File: config.mk
export PLATFORM = sky130hd
export DESIGN_NAME = trje_ctrl
export DESIGN_NICKNAME = d
export VERILOG_FILES = /design/src/rtl/trje_pkg.sv /design/src/rtl/trje_ctrl.sv
export SDC_FILE = /design/constraint.sdc
export NUM_CORES = 1
export LEC_CHECK = 0
export BUFFER_PORTS_ARGS = -buffer_cell sky130_fd_sc_hd__buf_2
export CAP_MARGIN = 20
export CELL_PAD_IN_SITES_DETAIL_PLACEMENT = 2
export CELL_PAD_IN_SITES_GLOBAL_PLACEMENT = 2
export CORE_MARGIN = 2
export CORE_UTILIZATION = 26
export CTS_CLUSTER_DIAMETER = 50
export DETAILED_ROUTE_END_ITERATION = 6
export GPL_TIMING_DRIVEN = 1
export PLACE_DENSITY_LB_ADDON = 0.08
export SETUP_SLACK_MARGIN = 0.5
export SLEW_MARGIN = 20
export SYNTH_ARGS = -nofsm -noshare
export SYNTH_HDL_FRONTEND = slang
export SYNTH_SLANG_ARGS = --single-unit
File: constraint.sdc
create_clock -name clk -period 2 [get_ports clk]
set_clock_uncertainty 0.1 [all_clocks]
set_input_delay 0.5 -clock clk [delete_from_list [all_inputs] [get_ports clk]]
set_output_delay 0.5 -clock clk [all_outputs]
set_load 0.02 [all_outputs]
File: src/rtl/trje_pkg.sv
// shared types and constants of the token rate and jitter estimator
// used by trje_ctrl, trje_datapath and the top level; depends on nothing
`timescale 1ns / 1ps
`default_nettype none
package trje_pkg;

  localparam int Window = 16;
  localparam int SlotW = $clog2(Window);
  localparam int FillW = $clog2(Window + 1);

  localparam logic [2:0] REG_WINDOW_LENGTH = 3'd0;
  localparam logic [2:0] REG_TARGET_RATE = 3'd1;
  localparam logic [2:0] REG_SCALE_FLOOR = 3'd2;
  localparam logic [2:0] REG_SCALE_CEILING = 3'd3;
  localparam logic [2:0] REG_CHANGE_THRESHOLD = 3'd4;

  localparam logic [1:0] STATUS_SEEDED = 2'd0;
  localparam logic [1:0] STATUS_IGNORED = 2'd1;
  localparam logic [1:0] STATUS_GAP = 2'd2;

  localparam logic [4:0] WINDOW_RESET = 5'd16;
  localparam logic [47:0] TARGET_RESET = 48'd3276800;
  localparam logic [23:0] SCALE_FLOOR_RESET = 24'd6554;
  localparam logic [23:0] SCALE_CEILING_RESET = 24'd655360;
  localparam logic [15:0] THRESHOLD_RESET = 16'd6554;
  localparam logic [23:0] ONE_Q16 = 24'd65536;
  // 1e9 ns per second in Q.16
  localparam logic [45:0] RATE_K = 46'd65536000000000;

  localparam logic [5:0] SQRT_LAST = 6'd52;
  localparam logic [5:0] DIV_LAST = 6'd63;

  localparam logic [3:0] OP_NONE = 4'd0;
  localparam logic [3:0] OP_ACCEPT = 4'd1;
  localparam logic [3:0] OP_WALK = 4'd2;
  localparam logic [3:0] OP_DRAIN = 4'd3;
  localparam logic [3:0] OP_SQ1 = 4'd4;
  localparam logic [3:0] OP_SQ2 = 4'd5;
  localparam logic [3:0] OP_SQRT = 4'd6;
  localparam logic [3:0] OP_CVLD = 4'd7;
  localparam logic [3:0] OP_DIV = 4'd8;
  localparam logic [3:0] OP_RTLD = 4'd9;
  localparam logic [3:0] OP_SCLD = 4'd10;
  localparam logic [3:0] OP_CLAMP = 4'd11;
  localparam logic [3:0] OP_FLAG1 = 4'd12;
  localparam logic [3:0] OP_FLAG2 = 4'd13;
  localparam logic [3:0] OP_OUT = 4'd14;

  typedef struct packed {
    logic [3:0] op;
  } cmd_t;

  typedef struct packed {
    logic is_gap;
    logic walk_last;
    logic sum_zero;
    logic sqrt_last;
    logic div_last;
    logic out_free;
  } stat_t;

endpackage
`default_nettype wire

File: src/rtl/trje_ctrl.sv
// sequencer of the token rate and jitter estimator
// depends on trje_pkg; drives one datapath command per cycle
`timescale 1ns / 1ps
`default_nettype none
module trje_ctrl (
  input  wire logic            clk,
  input  wire logic            rst,
  input  wire logic            in_valid,
  output logic                 in_stall,
  input  wire trje_pkg::stat_t stat,
  output trje_pkg::cmd_t       cmd
);

  localparam logic [3:0] S_IDLE = 4'd0;
  localparam logic [3:0] S_WALK = 4'd1;
  localparam logic [3:0] S_DRAIN = 4'd2;
  localparam logic [3:0] S_SQ1 = 4'd3;
  localparam logic [3:0] S_SQ2 = 4'd4;
  localparam logic [3:0] S_SQRT = 4'd5;
  localparam logic [3:0] S_CVLD = 4'd6;
  localparam logic [3:0] S_CVRUN = 4'd7;
  localparam logic [3:0] S_RTLD = 4'd8;
  localparam logic [3:0] S_RTRUN = 4'd9;
  localparam logic [3:0] S_SCLD = 4'd10;
  localparam logic [3:0] S_SCRUN = 4'd11;
  localparam logic [3:0] S_CLAMP = 4'd12;
  localparam logic [3:0] S_FLAG1 = 4'd13;
  localparam logic [3:0] S_FLAG2 = 4'd14;
  localparam logic [3:0] S_DONE = 4'd15;

  logic [3:0] state, state_next;

  assign in_stall = (state != S_IDLE);

  always_comb begin
    state_next = state;
    cmd.op = trje_pkg::OP_NONE;
    case (state)
      S_IDLE: begin
        if (in_valid) begin
          cmd.op = trje_pkg::OP_ACCEPT;
          state_next = stat.is_gap ? S_WALK : S_DONE;
        end
      end
      S_WALK: begin
        cmd.op = trje_pkg::OP_WALK;
        if (stat.walk_last) state_next = S_DRAIN;
      end
      S_DRAIN: begin
        cmd.op = trje_pkg::OP_DRAIN;
        state_next = stat.sum_zero ? S_FLAG1 : S_SQ1;
      end
      S_SQ1: begin
        cmd.op = trje_pkg::OP_SQ1;
        state_next = S_SQ2;
      end
      S_SQ2: begin
        cmd.op = trje_pkg::OP_SQ2;
        state_next = S_SQRT;
      end
      S_SQRT: begin
        cmd.op = trje_pkg::OP_SQRT;
        if (stat.sqrt_last) state_next = S_CVLD;
      end
      S_CVLD: begin
        cmd.op = trje_pkg::OP_CVLD;
        state_next = S_CVRUN;
      end
      S_CVRUN: begin
        cmd.op = trje_pkg::OP_DIV;
        if (stat.div_last) state_next = S_RTLD;
      end
      S_RTLD: begin
        cmd.op = trje_pkg::OP_RTLD;
        state_next = S_RTRUN;
      end
      S_RTRUN: begin
        cmd.op = trje_pkg::OP_DIV;
        if (stat.div_last) state_next = S_SCLD;
      end
      S_SCLD: begin
        cmd.op = trje_pkg::OP_SCLD;
        state_next = S_SCRUN;
      end
      S_SCRUN: begin
        cmd.op = trje_pkg::OP_DIV;
        if (stat.div_last) state_next = S_CLAMP;
      end
      S_CLAMP: begin
        cmd.op = trje_pkg::OP_CLAMP;
        state_next = S_FLAG1;
      end
      S_FLAG1: begin
        cmd.op = trje_pkg::OP_FLAG1;
        state_next = S_FLAG2;
      end
      S_FLAG2: begin
        cmd.op = trje_pkg::OP_FLAG2;
        state_next = S_DONE;
      end
      S_DONE: begin
        if (stat.out_free) begin
          cmd.op = trje_pkg::OP_OUT;
          state_next = S_IDLE;
        end
      end
      default: state_next = S_IDLE;
    endcase
  end

  always_ff @(posedge clk) begin
    if (rst) begin
      state <= S_IDLE;
    end else begin
      state <= state_next;
    end
  end

endmodule
`default_nettype wire

; After elaboration in Yosys (flattened, before gate mapping)
; Cells that the tools add are included.
; Widths: inputs -> output; s select.
[totals]
regBits = 4
input_bits = 9
output_inout_bits = 5
word_cells = 40
[classes]
n_eq_ne = 22
muxes = 13
n_reduce_logical = 4
[op_table]
columns = operator, count
row1 = $pmux 4 s16, 1
row2 = $pmux 4 s14, 1
row3 = $mux 4, 10
row4 = $eq 4x4->1 const B, 8
row5 = $eq 4x3->1 const B, 4
row6 = $ne 2x2->1 const B, 7
row7 = $eq 4x2->1 const B, 2
row8 = $reduce_and 7->1, 1
row9 = $eq 4x1->1 const B, 1
row10 = $logic_not 4->1, 1
row11 = $reduce_bool 4->1, 1
row12 = $reduce_or 3->1, 1
row13 = $mux 1, 1

; Depth between registers and ports, before layout
; Gate-level depths: netlist (run 1).
[depth]
word_depth = 3
depth_mapped = 6
mapped_depth_nobuf = 4

; Worst setup path after synthesis (run 1)
; Ideal clock, no wire load.
[synth_timing]
path_kind = register to register
from = register state[1]
to = register state[2]
setup_ps = 121
t_arrival_ps = 1625
t_required_ps = 1779
path_slack_ps = 153
stages_incl_launch_ff = 7
n_path_buf = 2
synth_period_minus_slack_ps = 1847
path_cell_list = dfxtp_1 buf_2 or4_4 nor2_2 or4_4 buf_6 mux2_4
[synth_between]
elab_chain_cells = 3
word_cells_on_any_way = 25
classes_between = eq/ne: 22 / mux: 1 / reduce/logical: 2
[synth_rtl]
columns = element, line
row1 = "start, declared", trje_ctrl.sv:31  ; logic [3:0] state, state_next;
row2 = "start signal, assigned", trje_ctrl.sv:115  ; state <= state_next;
row3 = $eq 4x1->1 (tied with other cells), trje_ctrl.sv:38  ; case (state)
row4 = $ne 2x2->1 (no source line), -
row5 = $reduce_and 7->1 (no source line), -
; Several ways; a longest one is shown, not always the timed one.
; A chain may end at the register's enable or synchronous reset.

; Worst setup path after layout (run 1)
[layout_timing]
from = register state[0]
to = output in_stall
[layout_between]
elab_chain_cells = 1
[layout_rtl]
columns = element, line
row1 = $reduce_bool 4->1, trje_ctrl.sv:33  ; assign in_stall = (state != S_IDLE);
row2 = "end, declared", trje_ctrl.sv:9  ; output logic in_stall,
; Every way passes these cells.

==> results of run 1 <==
==> tightest hold or removal path, cell delays in order <==
cell	delay, ps
buf_2	150
nor2_1	70
o21a_1	90
==> synth_stat cells (all sizes together) <==
master,n
a2111oi,1
a211o,1
a211oi,1
a21o,2
a21oi,4
a31oi,4
and3b,1
buf,4
clkbuf,4
dfxtp,4
inv,1
mux2,2
mux2i,1
nand2,5
nand2b,5
nand3b,1
nand4,1
nor2,8
nor2b,3
nor3,5
nor3b,1
nor4,1
o21a,1
o21ai,2
o21bai,1
o2bb2ai,1
or2b,1
or4,2
==> cell type report <==
class / instances / area (um2)
Timing Repair Buffer: 27 / 210
Fill cell: 199 / 941
Inverter: 1 / 3.75
Tap cell: 25 / 31.3
Clock buffer: 3 / 22.5
Sequential cell: 4 / 95.1
Multi-Input combinational cell: 55 / 442
==> report_power, final <==
part | switching (W) | leakage (nW) | internal [W]
Clock | 0.0000313 | 0.0138 | 0.0000670
Combinational | 0.000466 | 0.285 | 0.000506
Sequential | 0.0000769 | 0.0356 | 0.000130
Total | 0.000574 | 0.335 | 0.000703
==> cells by family after synthesis <==
kind of cell           after synthesis  synth area share
and+or+nand+nor                     34             0.394
AOI/OAI and AO/OA                   18             0.243
buffers and inverters                9             0.118
DFF                                  4             0.164
muxes                                3            0.0818
==> per-stage QoR <==
| stage | hold slack, ps | area, um2 | power (W) | instances | util |
|---|---|---|---|---|---|
| floorplan | 503 | 552 | 0.000766 | 68 | - |
| global placement | 596 | 603 | 0.000847 | 104 | 0.346 |
| detailed placement | 602 | 603 | 0.000863 | 104 | 0.346 |
| CTS | 505 | 781 | 0.00123 | 114 | 0.447 |
| global route | 548 | 805 | 0.00137 | 115 | 0.461 |
| finish | 520 | 805 | 0.00128 | 115 | 0.461 |
==> repair_timing <==
item,in CTS,in global routing
pin swaps,11,3
gates resized for setup,32,5
setup buffers,7,1
setup endpoints to repair,9,9
==> path summary, 6_finish.rpt <==
kind | slack, ps | end | start | cells after the start
max | 120 | in_stall | state[0] | 2
min | 520 | state[0] | rst | 3
max reg2reg | 180 | state[2] | state[0] | 5
min reg2reg | 620 | state[1] | state[1] | 3
==> per-layer routing <==
layer,share of wire,wire length (um)
met1,0.50,924
met2,0.47,873
met3,0.015,28
met4,0.0087,16
met5,0,0
==> summary.txt, run 1 <==
Hpwl dp = 1130 um
Largest stage delay, worst path = 540 ps
DRC violations left = 0
CP max FO = 6
Row cnt = 15
Post-route ant nets = 0
Max Root-Sink Buffers = 2
Final hold vios = 0
Largest area contributor in the netlist = dfxtp_1
Starting Density = 0.280
Final setup viols = 0
Syn nets = 77
Post-synth top area share = 0.164
Share of post-route cells with drive strength above 1 = 0.589
GRT overflow = 0
Vias = 593
Worst Hold Class = in -> reg
First-pass GRT wire length = 2940 um
Synth top area cells = dfxtp_1 16%, buf_6 6.9%, nand2b_1 6.4%, mux2_4 6.1%, nor2_1 5.4%
# H-tree levels = 1
Most common cell after layout, fill and taps aside = buf_4
Worst skew pair latency = 230 ps
Yosys warnings = 0
Setup crit end kind = primary output
M3 GR Usage = 0.0154
Max cap viols = 0
Pin count of the biggest net entering global routing = 13
Die width = 47.4 um
Avg Cell Area, Syn = 7.19 um2
GR Util met2 = 0.324
Routed WL = 1840 um
Top flop regs = state (4)
Total Routing Usage GR = 0.193
Top delay family on crit path = simple AND/OR/NAND/NOR gates
Port Buffers = 13
DIE HEIGHT = 47.4 um
Die area = 2240 um2
RSZ-0062 raised after global routing = yes
Place WS = 166 ps
Sequential area share after synthesis = 0.164
Syn Inst Count = 68
Io pins = 14
Diode count = 0
Worst IR Drop VDD = 0.000640 V
NumNets Final = 101
Leakage = 0.335 nW
Final Cycle Share = 0.939
TritonRoute pass-1 iters = 3
Max FFs per register = 4
Most flops, register = state
Final critical-path required period = 1880 ps
Core Region = 1750 um2
Crit path arrival time = 1280 ps
Vias in the first global route = 597
1st-iter DRT viols = 4
Status = completed
Synth Register Bits = 4
Crit Path Class = reg -> out
Startpoint types = flop
Wire length per cell = 16.0 um
Root buffer cell = clkbuf_4
Slowest cell on crit path = or4_4
Worst-Margin Slew = 352 ps
# hold bufs at CTS = 0
Syn-to-layout area delta = 64.5%
Fmax = 532 MHz
CTS tree = built
Slew headroom = 0.765
Clock sinks = 4
Final setup TNS = 0 ps
Placer Congestion = 0.676
Critical Path, Cell by Cell = or4_4 -> buf_6
Cts bufs inserted = 3
Yosys cell types = 30
Buffer and inverter count on the worst path = 1
Reg clk slew, reported paths = 30 ps
Commonest non-fill, non-tap cells in the layout = 10 x buf_4, 9 x buf_2, 8 x buf_6
Met1 usage = 0.256
Pwr dens = 1590 nW/um2
Max Slew Vio Count = 0
Antenna violations before repair = 0
Mapped Area = 489 um2
Worst setup margin = 122 ps
Crit path required time = 1400 ps
GR peak layer = met2
Vias per cell = 5.16
(Power assumes the default switching activity.)
==> inputs of run 2 (changes only) <==
--- a/config.mk
+++ b/config.mk
@@ -5,12 +5,13 @@
 export SDC_FILE = /design/constraint.sdc
 export NUM_CORES = 1
 export LEC_CHECK = 0
+export ABC_AREA = 1
 export BUFFER_PORTS_ARGS = -buffer_cell sky130_fd_sc_hd__buf_2
 export CAP_MARGIN = 20
 export CELL_PAD_IN_SITES_DETAIL_PLACEMENT = 2
 export CELL_PAD_IN_SITES_GLOBAL_PLACEMENT = 2
 export CORE_MARGIN = 2
-export CORE_UTILIZATION = 26
+export CORE_UTILIZATION = 22
 export CTS_CLUSTER_DIAMETER = 50
 export DETAILED_ROUTE_END_ITERATION = 6
 export GPL_TIMING_DRIVEN = 1
==> constraint.sdc (replaced) <==
create_clock -name clk -period 2 [get_ports clk]
set_clock_uncertainty 0.1 [all_clocks]
set_input_delay 0.2 -clock clk [delete_from_list [all_inputs] [get_ports clk]]
set_output_delay 0.2 -clock clk [all_outputs]
set_load 0.02 [all_outputs]
==> summary.txt, run 2 <==
Final critical-path required period = 1500 ps
Yosys warnings = 0
Port Buffers = 13
Top delay family on crit path = flip-flops
GRT overflow = 0
Wire length per cell = 13.2 um
Largest family of logic cells by synthesized area = simple AND/OR/NAND/NOR gates
Launch point of the critical path = state[2]
Final setup TNS = 0 ps
RSZ-0062 raised after global routing = yes
Fmax = 667 MHz
Synth Flop Type = dfxtp_1
EDFF count, synth = 0
# hold bufs at CTS = 0
Buffer and inverter count on the worst path = 2
Most frequent cell after synthesis = nand2_1
Worst Hold Endpoint = state[3]
Mux contribution to synthesized area = 0
Share of post-route cells with drive strength above 1 = 0.490
Worst Hold Class = in -> reg
DIE HEIGHT = 47.5 um
Synth top cells by count = 26 x nand2_1, 13 x inv_1, 9 x nor2_1
Routed WL = 1600 um
Worst Min Path Start = rst
Total power = 0.00107 W
Startpoint types = flop
Core Region = 1750 um2
Die area = 2250 um2
Root buffer cell = clkbuf_4
Worst skew pair latency = 240 ps
Final Cycle Share = 0.749
Io pins = 14
Xor and xnor fraction of the mapped netlist area = 0.0211
Sequential area share after synthesis = 0.193
Most common cell after layout, fill and taps aside = nand2_1
Pwr dens = 1540 nW/um2
Final setup viols = 0
Compound-Gate Fraction of Synth Area = 0.0813
Place WS = 489 ps
Clock sinks = 4
Status = completed
Post-synthesis async set-or-reset flop share = 0
Diode count = 0
RR Endpoint = state[1]
Syn Inst Count = 74
DRC violations left = 0
Slew headroom = 0.903
Cts bufs inserted = 3
Worst setup margin = 502 ps
Hpwl dp = 1110 um
Crit path arrival time = 1200 ps
Placer Congestion = 0.713
Final hold vios = 0
Max cap viols = 0
Hold Path Depth = 4
Total Routing Usage GR = 0.160
Vias = 541
Yosys cell types = 19
Syn nets = 83
Antenna violations before repair = 0
Syn-to-layout area delta = 66.9%
Synth top area cells = nand2_1 23%, dfxtp_1 19%, inv_1 12%, nor2_1 8.1%, nand4_1 4.5%
Avg Cell Area, Syn = 5.61 um2
# H-tree levels = 1
FF-to-FF Start = state[3]
Max Slew Vio Count = 0
Max Root-Sink Buffers = 2
Crit path required time = 1700 ps
Flop-to-flop setup slack = 610 ps
Mapped Area = 415 um2
Reg clk slew, reported paths = 40 ps
Vias in the first global route = 561
Worst Reg2Reg Path Length in Cells = 9
Max FFs per register = 4
Worst-Margin Slew = 143 ps
Row cnt = 15
Pin count of the biggest net entering global routing = 8
Vias per cell = 4.47
Top flop regs = state (4)
NumNets Final = 107
Worst IR Drop VDD = 0.000624 V
Largest stage delay, worst path = 410 ps
1st-iter DRT viols = 1
Commonest non-fill, non-tap cells in the layout = 21 x nand2_1, 11 x inv_1, 9 x buf_2
Post-Synth Simple-Gate Area = 0.542
Slowest cell on crit path = dfxtp_4
First-pass GRT wire length = 2440 um
Setup crit end kind = primary output
Largest area contributor in the netlist = nand2_1
TritonRoute pass-1 iters = 4
Post-synth top area share = 0.235
Post-Synth Adder-Cell Area = 0
Most flops, register = state
Synth Register Bits = 4
Die width = 47.5 um
Critical Path, Cell by Cell = nand2_4 -> inv_4 -> nand2_2 -> o221ai_2 -> buf_4
Leakage = 0.377 nW
CP max FO = 4
Starting Density = 0.238
Crit Path Class = reg -> out
CTS tree = built
Post-route ant nets = 0
==> run 2: cell families (layout without fill, tap and decap cells) <==
group / Yosys count / after routing
AO/OA/AOI/OAI: 5 / 5
XOR/XNOR: 1 / 1
buffers and inverters: 16 / 38
flip-flops: 4 / 4
AND/OR/NAND/NOR: 48 / 48
==> run 2: power breakdown <==
part	total [W]	switching, W	internal, W
registers	0.000214	0.0000837	0.000131
clock network	0.0000997	0.0000326	0.0000671
logic	0.000754	0.000429	0.000325
total	0.00107	0.000545	0.000523
==> run 2: layout make-up <==
type | count | area (um2)
fill | 213 | 1050
multi-input combinational | 54 | 342
timing repair buffer | 20 | 139
sequential | 4 | 95.1
inverter | 15 | 63.8
tap | 25 | 31.3
clock buffer | 3 | 22.5
==> run 2: how the worst max path moves through the flow <==
stage	to	slack [ps]	cells past startpoint
global placement	cmd[2]	500	5
finish	cmd[2]	500	5
global route	cmd[0]	440	5
CTS	cmd[2]	470	5
detailed placement	cmd[2]	490	5
floorplan	cmd[2]	670	3
==> run 2: worst register-to-register path: cells and delay by family, from the launching register on <==
kind                   cells  cell delay, ps
AND/OR/NAND/NOR            8             640
flip-flops                 1             370
buffers and inverters      1             160
==> run 2: per-layer routing <==
| metal | GRT usage | vias up | wire (um) |
|---|---|---|---|
| li1 | - | 272 | - |
| met1 | 0.186 | 257 | 668 |
| met2 | 0.289 | 10 | 874 |
| met3 | 0.0340 | 2 | 47 |
| met4 | 0.0500 | 0 | 10 |
| met5 | 0 | - | 0 |
==> run 2: stage by stage <==
stage                      util  cell area [um2]  std cells  hold slack, ps
after floorplan               -              415         74             279
after global placement    0.287              500        111             399
after detailed placement  0.287              500        111             412
after CTS                 0.362              632        117             160
after global routing      0.397              693        121             180
final                     0.397              693        121             158
==> run 2: what timing repair did <==
| action | in CTS | in global routing |
|---|---|---|
| resized for setup | 26 | 12 |
| pin swaps | 2 | 7 |
| setup endpoints to repair | 5 | 4 |
| hold endpoints to repair | 0 | 0 |
| setup buffers | 3 | 4 |
